[src/hw/rtl/fsca_pkg.sv]
`timescale 1ns / 1ps
`default_nettype none
package fsca_pkg;
    localparam int MAX_CHUNKS = 64;
    localparam int OWNER_BITS = 16;
    localparam int IDX_W = $clog2(MAX_CHUNKS);
    localparam int CNT_W = $clog2(MAX_CHUNKS + 1);

    localparam logic [1:0] MODE_FIRST = 2'd0;
    localparam logic [1:0] MODE_BEST  = 2'd1;
    localparam logic [1:0] MODE_WORST = 2'd2;

    localparam logic [1:0] ST_OK      = 2'd0;
    localparam logic [1:0] ST_NOFIT   = 2'd1;
    localparam logic [1:0] ST_BADFREE = 2'd2;

    localparam logic [1:0] REG_FIT_MODE = 2'd0;
    localparam logic [1:0] REG_POOL     = 2'd1;
    localparam logic [1:0] REG_HEADER   = 2'd2;

    localparam logic KIND_ALLOC   = 1'b0;
    localparam logic KIND_RELEASE = 1'b1;

    typedef struct packed {
        logic        kind;
        logic [23:0] request_bytes;
        logic [15:0] owner_tag;
        logic [7:0]  fill_mark;
    } t_in_item;

    typedef struct packed {
        logic [1:0]  status;
        logic [23:0] location;
    } t_out_item;

    // One table row.
    typedef struct packed {
        logic [23:0]           start;
        logic [23:0]           length;
        logic [OWNER_BITS-1:0] owner;
        logic                  is_free;
        logic [7:0]            mark;
        logic [IDX_W-1:0]      link;
    } t_chunk;

    // Table port: one read, one write per cycle.
    typedef struct packed {
        logic             rd_en;
        logic [IDX_W-1:0] rd_addr;
        logic             wr_en;
        logic [IDX_W-1:0] wr_addr;
        t_chunk           wr_data;
    } t_tbl_req;
endpackage
`default_nettype wire

[src/hw/rtl/fsca_ctrl.sv]
`timescale 1ns / 1ps
`default_nettype none
module fsca_ctrl (
    input  wire logic               i_clk,
    input  wire logic               i_rst_n,
    input  wire logic               i_in_valid,
    output logic                    o_in_stall,
    input  wire fsca_pkg::t_in_item i_in_data,
    output logic                    o_out_valid,
    input  wire logic               i_out_stall,
    output fsca_pkg::t_out_item     o_out_data,
    input  wire logic               i_cfg_valid,
    output logic                    o_cfg_ready,
    input  wire logic [1:0]         i_cfg_index,
    input  wire logic [23:0]        i_cfg_data,
    output fsca_pkg::t_tbl_req      o_tbl,
    input  wire fsca_pkg::t_chunk   i_rd_data
);
    localparam int IW = fsca_pkg::IDX_W;
    localparam int CW = fsca_pkg::CNT_W;

    typedef enum logic [2:0] {S_INIT, S_IDLE, S_WALK, S_FETCH, S_SPLIT} t_state;

    t_state              r_state,   n_state;
    logic [1:0]          r_mode,    n_mode;
    logic [23:0]         r_pool,    n_pool;
    logic [11:0]         r_hdr,     n_hdr;
    logic [CW-1:0]       r_used,    n_used;
    fsca_pkg::t_in_item  r_item,    n_item;
    logic [CW-1:0]       r_n,       n_n;
    logic [IW-1:0]       r_cur,     n_cur;       // entry whose row is on i_rd_data
    logic                r_found,   n_found;
    logic [IW-1:0]       r_sel,     n_sel;
    logic [23:0]         r_sel_len, n_sel_len;
    fsca_pkg::t_chunk    r_row,     n_row;
    logic                r_split,   n_split;     // remainder row still to be written
    logic                r_out_v,   n_out_v;
    fsca_pkg::t_out_item r_out,     n_out;

    logic          hit;
    logic          better;
    logic          walk_end;
    logic [24:0]   thr;
    logic          in_acc;
    logic          cfg_acc;
    fsca_pkg::t_chunk new_row;

    // Input held off while a config transaction is offered, so both never land together
    assign in_acc  = i_in_valid && !o_in_stall;
    assign cfg_acc = i_cfg_valid && o_cfg_ready;
    assign o_in_stall  = (r_state != S_IDLE) || r_out_v || i_cfg_valid;
    assign o_cfg_ready = (r_state == S_IDLE) && !r_out_v;
    assign o_out_valid = r_out_v;
    assign o_out_data  = r_out;

    // Candidate test on the row just read
    always_comb begin
        hit = 1'b0;
        better = 1'b0;
        if (r_item.kind == fsca_pkg::KIND_ALLOC) begin
            hit = i_rd_data.is_free && (i_rd_data.length >= r_item.request_bytes);
            unique case (r_mode)
                fsca_pkg::MODE_FIRST: better = !r_found;
                fsca_pkg::MODE_BEST:  better = !r_found || (i_rd_data.length < r_sel_len);
                fsca_pkg::MODE_WORST: better = !r_found || (i_rd_data.length > r_sel_len);
                default:              better = 1'b0;
            endcase
        end else begin
            hit = !i_rd_data.is_free &&
                  (i_rd_data.owner == r_item.owner_tag[fsca_pkg::OWNER_BITS-1:0]);
            better = 1'b1;
        end
        walk_end = (r_n + CW'(1) >= r_used) ||
                   (hit && better && (r_item.kind == fsca_pkg::KIND_RELEASE ||
                                      r_mode == fsca_pkg::MODE_FIRST));
        thr = {1'b0, r_item.request_bytes} + 25'(r_hdr);
    end

    // Table port
    always_comb begin
        new_row = '0;
        new_row.start   = r_row.start + r_item.request_bytes;
        new_row.length  = r_row.length - r_item.request_bytes;
        new_row.is_free = 1'b1;
        new_row.link    = r_row.link;
        o_tbl = '0;
        unique case (r_state)
            S_INIT: begin
                o_tbl.wr_en = 1'b1;
                o_tbl.wr_data.length  = (r_pool > 24'(r_hdr)) ? r_pool - 24'(r_hdr) : '0;
                o_tbl.wr_data.is_free = 1'b1;
            end
            S_IDLE: begin
                o_tbl.rd_en = in_acc;
            end
            S_WALK: begin
                // next entry each cycle; the chosen row once the walk stops
                o_tbl.rd_en   = 1'b1;
                o_tbl.rd_addr = i_rd_data.link;
                if (walk_end) begin
                    o_tbl.rd_addr = (hit && better) ? r_cur : r_sel;
                end
            end
            S_FETCH: begin
                if (r_found && r_item.kind == fsca_pkg::KIND_RELEASE) begin
                    o_tbl.wr_en   = 1'b1;
                    o_tbl.wr_addr = r_sel;
                    o_tbl.wr_data = i_rd_data;
                    o_tbl.wr_data.is_free = 1'b1;
                    o_tbl.wr_data.mark    = '0;
                end
            end
            S_SPLIT: begin
                o_tbl.wr_en = 1'b1;
                if (r_split) begin
                    o_tbl.wr_addr = IW'(r_used);
                    o_tbl.wr_data = new_row;
                end else begin
                    o_tbl.wr_addr = r_sel;
                    o_tbl.wr_data = r_row;
                end
            end
            default: ;
        endcase
    end

    // Sequencer next state: one list entry evaluated per cycle
    always_comb begin
        n_state   = r_state;
        n_mode    = r_mode;
        n_pool    = r_pool;
        n_hdr     = r_hdr;
        n_used    = r_used;
        n_item    = r_item;
        n_n       = r_n;
        n_cur     = r_cur;
        n_found   = r_found;
        n_sel     = r_sel;
        n_sel_len = r_sel_len;
        n_row     = r_row;
        n_split   = r_split;
        n_out_v   = r_out_v;
        n_out     = r_out;
        if (r_out_v && !i_out_stall) n_out_v = 1'b0;
        unique case (r_state)
            S_INIT: begin
                n_used  = CW'(1);
                n_state = S_IDLE;
            end
            S_IDLE: begin
                if (in_acc) begin
                    n_item  = i_in_data;
                    n_n     = '0;
                    n_cur   = '0;
                    n_found = 1'b0;
                    n_state = S_WALK;
                end
            end
            S_WALK: begin
                if (hit && better) begin
                    n_found   = 1'b1;
                    n_sel     = r_cur;
                    n_sel_len = i_rd_data.length;
                end
                n_cur = i_rd_data.link;
                n_n   = r_n + CW'(1);
                if (walk_end) n_state = S_FETCH;
            end
            S_FETCH: begin
                n_out_v = 1'b1;
                n_state = S_IDLE;
                if (!r_found) begin
                    n_out.status   = (r_item.kind == fsca_pkg::KIND_ALLOC) ?
                                     fsca_pkg::ST_NOFIT : fsca_pkg::ST_BADFREE;
                    n_out.location = '0;
                end else begin
                    n_out.status   = fsca_pkg::ST_OK;
                    n_out.location = i_rd_data.start;
                    if (r_item.kind == fsca_pkg::KIND_ALLOC) begin
                        n_row         = i_rd_data;
                        n_row.owner   = r_item.owner_tag[fsca_pkg::OWNER_BITS-1:0];
                        n_row.is_free = 1'b0;
                        n_row.mark    = r_item.fill_mark;
                        n_out_v       = 1'b0;
                        n_state       = S_SPLIT;
                        n_split       = ({1'b0, i_rd_data.length} > thr) &&
                                        (r_used < CW'(fsca_pkg::MAX_CHUNKS));
                    end
                end
            end
            S_SPLIT: begin
                if (r_split) begin
                    n_row.link   = IW'(r_used);
                    n_row.length = r_item.request_bytes;
                    n_used       = r_used + CW'(1);
                    n_split      = 1'b0;
                end else begin
                    n_out_v = 1'b1;
                    n_state = S_IDLE;
                end
            end
            default: n_state = S_IDLE;
        endcase
        // Register writes, only taken while idle
        if (cfg_acc) begin
            unique case (i_cfg_index)
                fsca_pkg::REG_FIT_MODE: n_mode = i_cfg_data[1:0];
                fsca_pkg::REG_POOL: begin
                    n_pool  = i_cfg_data;
                    n_state = S_INIT;
                end
                fsca_pkg::REG_HEADER:   n_hdr  = i_cfg_data[11:0];
                default: ;
            endcase
        end
    end

    // State and registered outputs
    always_ff @(posedge i_clk) begin
        if (!i_rst_n) begin
            r_state <= S_INIT;
            r_mode  <= fsca_pkg::MODE_FIRST;
            r_pool  <= 24'd65536;
            r_hdr   <= 12'd32;
            r_used  <= CW'(1);
            r_n     <= '0;
            r_cur   <= '0;
            r_found <= 1'b0;
            r_sel   <= '0;
            r_split <= 1'b0;
            r_out_v <= 1'b0;
        end else begin
            r_state <= n_state;
            r_mode  <= n_mode;
            r_pool  <= n_pool;
            r_hdr   <= n_hdr;
            r_used  <= n_used;
            r_n     <= n_n;
            r_cur   <= n_cur;
            r_found <= n_found;
            r_sel   <= n_sel;
            r_split <= n_split;
            r_out_v <= n_out_v;
        end
        r_item    <= n_item;
        r_sel_len <= n_sel_len;
        r_row     <= n_row;
        r_out     <= n_out;
    end

`ifndef SYNTHESIS
    a_used_range: assert property (@(posedge i_clk) disable iff (!i_rst_n)
        r_used >= CW'(1) && r_used <= CW'(fsca_pkg::MAX_CHUNKS))
        else $error("chunk count out of range");
    a_no_in_while_out: assert property (@(posedge i_clk) disable iff (!i_rst_n)
        r_out_v |-> o_in_stall)
        else $error("input taken while result pending");
    a_walk_bound: assert property (@(posedge i_clk) disable iff (!i_rst_n)
        (r_state == S_WALK) |-> (r_n < r_used))
        else $error("walk exceeded table");
    a_fail_loc: assert property (@(posedge i_clk) disable iff (!i_rst_n)
        (r_out_v && r_out.status != fsca_pkg::ST_OK) |-> (r_out.location == '0))
        else $error("failure with nonzero location");
`endif
endmodule
`default_nettype wire

[config.mk]
export PLATFORM = sky130hd
export DESIGN_NAME = fsca_ctrl
export DESIGN_NICKNAME = d
export VERILOG_FILES = /design/src/hw/rtl/fsca_pkg.sv /design/src/hw/rtl/fsca_ctrl.sv
export SDC_FILE = /design/constraint.sdc
export NUM_CORES = 1
export LEC_CHECK = 0
export BUFFER_PORTS_ARGS = -buffer_cell sky130_fd_sc_hd__buf_2
export CAP_MARGIN = 20
export CORE_ASPECT_RATIO = 1.5
export CORE_MARGIN = 2
export CORE_UTILIZATION = 62
export DETAILED_ROUTE_END_ITERATION = 12
export PLACE_DENSITY = 0.87
export SYNTH_ARGS = -nofsm -noshare
export SYNTH_HDL_FRONTEND = slang
export SYNTH_SLANG_ARGS = --single-unit
[constraint.sdc]
create_clock -name i_clk -period 7.8 [get_ports i_clk]
set_clock_uncertainty 0.15 [all_clocks]
set_input_delay 0.39 -clock i_clk [delete_from_list [all_inputs] [get_ports i_clk]]
set_output_delay 0.39 -clock i_clk [all_outputs]
set_load 0.02 [all_outputs]
==> results.toml, run 1 <==
[placement]
io_buffer_count = 272
dpl.hpwl_um = 35300
dp_slack_ns = 3.01
place_congestion = 0.947

[critical_path]
critPathMostFrequentCell = "a21oi_1"
crit_slowest_cell = "o21bai_2"
start_kind = "register"
cp-end-kind = "output pin"
cpPeakStageDelay_ns = 0.69
reg2reg_depth = 19
cp.arrival_ns = 4.44
criticalPathCategory = "register to output pin"
crit_chain = "ha_1, inv_1, fa_1, a21oi_1, o21bai_1, a21oi_1, o21ai_0, a211oi_1, and2_1, a31oi_1, o21bai_2, o211ai_1, buf_2"
crit_required_ns = 7.26
cp_max_fo = 17

[pwr]
switching_power_uw = 795
power_frac_comb = 0.137
clockPowerShare = 0.394
swShare = 0.260
internal-power_uw = 2260
vdd_ir_drop_max_mv = 0.203
leakagePower_uw = 0.00821
p_per_area_nw_per_um2 = 158
pwr-share-seq = 0.469

[drt]
top_layer_used = "met4"
wl_um = 53800
drc = 0
drt-initial-drc-count = 1528
via_count = 14800
via_per_inst = 6.43
drtAntennaViolNets = 0
wl_met1_um = 17700
met2WireLength_um = 25800
route.met3.wl_um = 4920
firstDrtPassIters = 9
wire_per_inst_um = 23.4

[final_layout]
fin_nets = 2276
drive_gt1_frac = 0.175
antenna_cells = 0
syn2layout_area_growth_pct = 22.4
n_fill_cell = 1567

[clock_network]
clock_latency_ns = 0.55
clk_pin_slew_ns = 0.06
cts_tree = "built"
cts_sinks = 247
numCtsBuffers = 25
post_cts_resize_count = 0
htreeDepth = 1
cts_max_path_buffers = 3
cts_root_buf = "clkbuf_16"

[sta]
relSlewSlack = 0.223
tightest_slew_ns = 1.15
slew_violations = 0
rsz0062_at_grt = "no"
finalHoldViolCount = 1
fmax_mhz = 201
period_minus_slack_ns = 4.98
setup_viol_count_final = 0
tns_ns = 0
setup_slack_ns = 2.82
holdWs_ns = -0.00153
timing.final.crit_share = 0.638

[synth]
yosysWarnings = 0
synth_cells = 1604
ys_ff_latch = 247
syn_nets = 1921
async_flop_share = 0
yosysUniqueCellTypes = 70
avgSynthCellArea_um2 = 9.85
synth_edf_count = 177
ys.flop_type = "edfxtp_1"
seq_area_frac_synth = 0.425
synthesis.area_um2 = 15800

[floorplanning]
die_w_um = 134
io_pins = 281
fp-row-count = 71
initial_core_util = 0.631
fp.dieH_um = 200
coreArea_um2 = 25100
die_area_um2 = 26800

[worst_hold_path]
hold_class = "primary input to register"
whs_path_depth = 1

[global_routing]
grt_pass1_wl_um = 82000
antenna_found_initial = 0
grt_max_degree = 80
grt_pass1_vias = 15300
overflow = 0
grt.total_usage = 0.398

[outcome]
violations = "hold timing"
outcome = "complete, but fails checks"

[run]
maxCapViolCount = 0
## state kept, by name, summed over array words and instances, names as in the netlist
| signal | flops |
|---|---|
| new_row | 6 |
| o_out_data | 26 |
| o_out_valid | 1 |
| r_cur | 6 |
| r_found | 1 |
| r_hdr | 12 |
| r_item | 49 |
| r_mode | 2 |
| r_n | 7 |
| r_pool | 24 |
| r_row | 72 |
| r_sel | 6 |
| r_sel_len | 24 |
| r_split | 1 |
| r_state | 3 |
| r_used | 7 |
## per-stage QoR
| stage | area [um2] | util | instances | hold slack, ns | power [uW] |
|---|---|---|---|---|---|
| finish | 19300 | 0.772 | 2304 | -0.00153 | 3060 |
| floorplan | 15800 | - | 1604 | 0.250 | 1670 |
| global route | 19300 | 0.772 | 2304 | 0.0111 | 3130 |
| global placement | 17400 | 0.696 | 2151 | 0.252 | 1810 |
| CTS | 19300 | 0.771 | 2303 | 0.000349 | 3020 |
| detailed placement | 17400 | 0.696 | 2151 | 0.258 | 1820 |
## cell families after synthesis
kind of cell	synth area share
AND/OR/NAND/NOR	0.148
AO/OA/AOI/OAI	0.180
flip-flops	0.425
buffers and inverters	0.0385
adder cells (fa/ha/maj)	0.127
XOR/XNOR	0.0560
multiplexers	0.0260
## synthesized netlist by cell type, types with 41 or more instances
library cell | count | share of area
edfxtp_1 | 177 | 0.34
nand2_1 | 165 | 0.039
ha_1 | 154 | 0.12
o21ai_0 | 110 | 0.035
inv_1 | 96 | 0.023
a21oi_1 | 83 | 0.026
dfxtp_1 | 70 | 0.089
xnor2_1 | 69 | 0.038
nand3_1 | 64 | 0.020
nor2_1 | 59 | 0.014
clkbuf_1 | 56 | 0.013
a21o_1 | 49 | 0.023
and2_1 | 41 | 0.016
## final cells by class
class                      instances  area [um2]  share of cell area
clock buffer                      36         711              0.0368
clock inverter                     8        78.8             0.00408
inverter                          96         360              0.0186
multi-input combinational       1196        8500               0.440
sequential                       247        6720               0.347
tap                              328         410              0.0212
timing repair buffer             393        2560               0.132
## worst paths after layout
check,endpoint,slack [ns],start
setup / recovery,o_tbl[50],2.82,r_hdr[0]
hold / removal,r_sel_len[13],-0.002,i_rd_data[44]
hold reg to reg,r_row[9],0.28,r_item[3]
setup reg to reg,r_split,2.89,r_item[24]
## cells in the final DEF (no fill, tap or decap), types with 24 or more instances in the layout
cell type,instances
and2_1,41
a22o_1,24
a21oi_1,82
xnor2_1,69
ha_1,154
clkbuf_16,25
a21boi_0,31
mux2i_1,40
a21o_1,49
dfxtp_1,70
o21ai_0,110
edfxtp_1,177
xor2_1,32
inv_1,94
nand3_1,64
nor2_1,58
dlygate4sd3_1,108
buf_2,272
nand2_1,164
nor2b_1,38
## power by group through the flow
stage	Sequential (uW)	Combinational, uW	Clock (uW)
final	1430	420	1200
after global routing	1430	451	1240
after CTS	1430	405	1190
after detailed placement	1460	359	0
after global placement	1460	347	0
after floorplan	1450	218	0
## timing repair
item                      4_1_cts  5_1_grt
hold buffers                  108        0
buffers inserted                0        0
hold endpoints to repair      114        0
## routing by layer
layer / vias to the layer above / global-route usage
li1: 6585 / -
met1: 6925 / 0.427
met2: 1005 / 0.685
met3: 308 / 0.0637
met4: 0 / 0.335
met5: - / 0
## critical path: cells and delay by family, from the launching register on
| kind | cells | cell delay (ns) |
|---|---|---|
| AOI/OAI and AO/OA | 8 | 2.28 |
| adders and majority gates | 2 | 0.60 |
| buffers and inverters | 2 | 0.28 |
| DFF | 1 | 0.40 |
| and+or+nand+nor | 1 | 0.33 |
(Power assumes the default switching activity.)
==> run 2: changes to the inputs <==
--- a/config.mk
+++ b/config.mk
@@ -9,9 +9,9 @@
 export CAP_MARGIN = 20
 export CORE_ASPECT_RATIO = 1.5
 export CORE_MARGIN = 2
-export CORE_UTILIZATION = 62
+export CORE_UTILIZATION = 52
 export DETAILED_ROUTE_END_ITERATION = 12
-export PLACE_DENSITY = 0.87
+export PLACE_DENSITY = 0.78
 export SYNTH_ARGS = -nofsm -noshare
 export SYNTH_HDL_FRONTEND = slang
 export SYNTH_SLANG_ARGS = --single-unit
==> constraint.sdc (replaced) <==
create_clock -name i_clk -period 4.47 [get_ports i_clk]
set_clock_uncertainty 0.15 [all_clocks]
set_input_delay 0.2235 -clock i_clk [delete_from_list [all_inputs] [get_ports i_clk]]
set_output_delay 0.2235 -clock i_clk [all_outputs]
set_load 0.02 [all_outputs]
==> run 2 against run 1 <==
The run now ends clean. Routed wire length decreased by 3.5%. Die area increased by 19%. Cell area increased by 2.3%. Setup slack got worse by 2.7 ns. Hold slack improved by 0.031 ns. Total power increased by 76%. Sequential cell count unchanged. Non-clock buffer count increased by 35. Combinational power increased by 79%. Register-to-register slack got worse by 2.5 ns.
==> results.toml, run 2 (synthesized netlist as in run 1, its figures left out) <==
[placement]
place_congestion = 0.958
dpl.hpwl_um = 36200
io_buffer_count = 272

[floorplanning]
fp-row-count = 78
initial_core_util = 0.526
fp.dieH_um = 218
coreArea_um2 = 30100
die_w_um = 146
die_area_um2 = 31800
io_pins = 281

[drt]
drc = 0
route.met3.wl_um = 3580
via_per_inst = 5.95
met2WireLength_um = 27000
drtAntennaViolNets = 0
drt-initial-drc-count = 988
wl_met1_um = 18600
wire_per_inst_um = 21.5
top_layer_used = "met4"
via_count = 14300
firstDrtPassIters = 7
wl_um = 51900

[pwr]
clockPowerShare = 0.397
swShare = 0.256
pwr-share-seq = 0.464
p_per_area_nw_per_um2 = 272
power_frac_comb = 0.139
power_uw = 5390
vdd_ir_drop_max_mv = 0.388
switching_power_uw = 1380
internal-power_uw = 4010
leakagePower_uw = 0.00838

[final_layout]
seq_area_um2 = 6720
drive_gt1_frac = 0.182
largest_reg_flops = 72
syn2layout_area_growth_pct = 25.2
n_fill_cell = 2378
final_common_cell = "buf_2"
regMostFlops = "r_row"
multi_input_area_um2 = 8520
final_cell_mix = "buf_2 (272), edfxtp_1 (177), nand2_1 (164)"
antenna_cells = 0
fin_nets = 2310

[clock_network]
cts_root_buf = "clkbuf_16"
cts_sinks = 247
cts_max_path_buffers = 3
cts_tree = "built"
clock_latency_ns = 0.54
numCtsBuffers = 24
htreeDepth = 1
clk_pin_slew_ns = 0.07

[global_routing]
overflow = 0
grt.total_usage = 0.318
antenna_found_initial = 0
grt_pass1_wl_um = 79400
grt_max_degree = 80
grt_pass1_vias = 14700

[critical_path]
criticalPathCategory = "register to output pin"
crit_required_ns = 4.10
cp.arrival_ns = 3.95
cpPeakStageDelay_ns = 0.50
cp_max_fo = 5
critPathBufInv = 1
start_kind = "register"
critical-path-top-delay-family = "compound AO/OA/AOI/OAI gates"
cp-end-kind = "output pin"
crit_chain = "ha_1, a211o_1, a21oi_2, nand3_1, a2111oi_0, nor2_1, a211o_1, a311oi_2, a211oi_1, a211oi_1, nand2_1, buf_2"
crit_slowest_cell = "edfxtp_1"

[outcome]
outcome = "complete, no violations"

[sta]
slew_violations = 0
tns_ns = 0
tightest_slew_ns = 1.07
fmax_mhz = 231
period_minus_slack_ns = 4.33
timing.final.crit_share = 0.968
rsz0062_at_grt = "no"
relSlewSlack = 0.287
finalHoldViolCount = 0
setup_viol_count_final = 0

[run]
maxCapViolCount = 0

[worst_hold_path]
hold_class = "primary input to register"
-- run 2: cell count changes in the layout (fill, tap and decap cells not counted), sizes merged --
cell         change
dlygate4sd3     +22
buf             +13
clkbuf           -8
clkinvlp         +3
bufinv           +2
clkinv           +1
inv              +1
-- run 2: through the flow --
stage | utilization | setup slack (ns) | std cells | area, um2 | hold slack [ns]
2_1_floorplan | - | 0.574 | 1604 | 15800 | 0.172
3_3_place_gp | 0.587 | 0.518 | 2234 | 17600 | 0.250
3_5_place_dp | 0.587 | 0.457 | 2234 | 17600 | 0.252
4_1_cts | 0.657 | 0.0214 | 2408 | 19800 | 0.0275
5_1_grt | 0.658 | 0.00834 | 2410 | 19800 | 0.0564
6_report | 0.658 | 0.145 | 2410 | 19800 | 0.0296
-- run 2: layer usage --
layer	GRT usage	vias up
li1	-	6653
met1	0.342	6866
met2	0.600	663
met3	0.0508	160
met4	0.162	0
met5	0	-
-- run 2: final timing paths --
| kind | from | to | slack, ns | cells past startpoint |
|---|---|---|---|---|
| max | r_item[30] | o_tbl[78] | 0.14 | 12 |
| min | i_rst_n | r_used[0] | 0.03 | 2 |
| max reg2reg | r_item[24] | r_split | 0.37 | 19 |
| min reg2reg | r_item[0] | r_row[6] | 0.27 | 0 |
-- run 2: power groups by stage --
| stage | Combinational (uW) | Clock [uW] | Sequential (uW) |
|---|---|---|---|
| floorplan | 381 | 0 | 2540 |
| global placement | 620 | 0 | 2550 |
| detailed placement | 635 | 0 | 2550 |
| CTS | 728 | 2150 | 2500 |
| global route | 810 | 2240 | 2500 |
| finish | 750 | 2140 | 2500 |
-- run 2: timing repair --
item                                    CTS  global route
pin swaps                                 0             4
resized for setup                         1            11
setup buffers                             1             2
endpoints found under the hold margin   190             0
gates cloned                              0             0
hold buffers                            130             0
endpoints found under the setup margin    4            21
-- run 2: final cells by class --
type	count	share of cell area
timing repair buffer	428	0.146
clock inverter	15	0.00860
clock buffer	28	0.0322
multi-input combinational	1196	0.431
tap	400	0.0253
inverter	96	0.0182
sequential	247	0.339
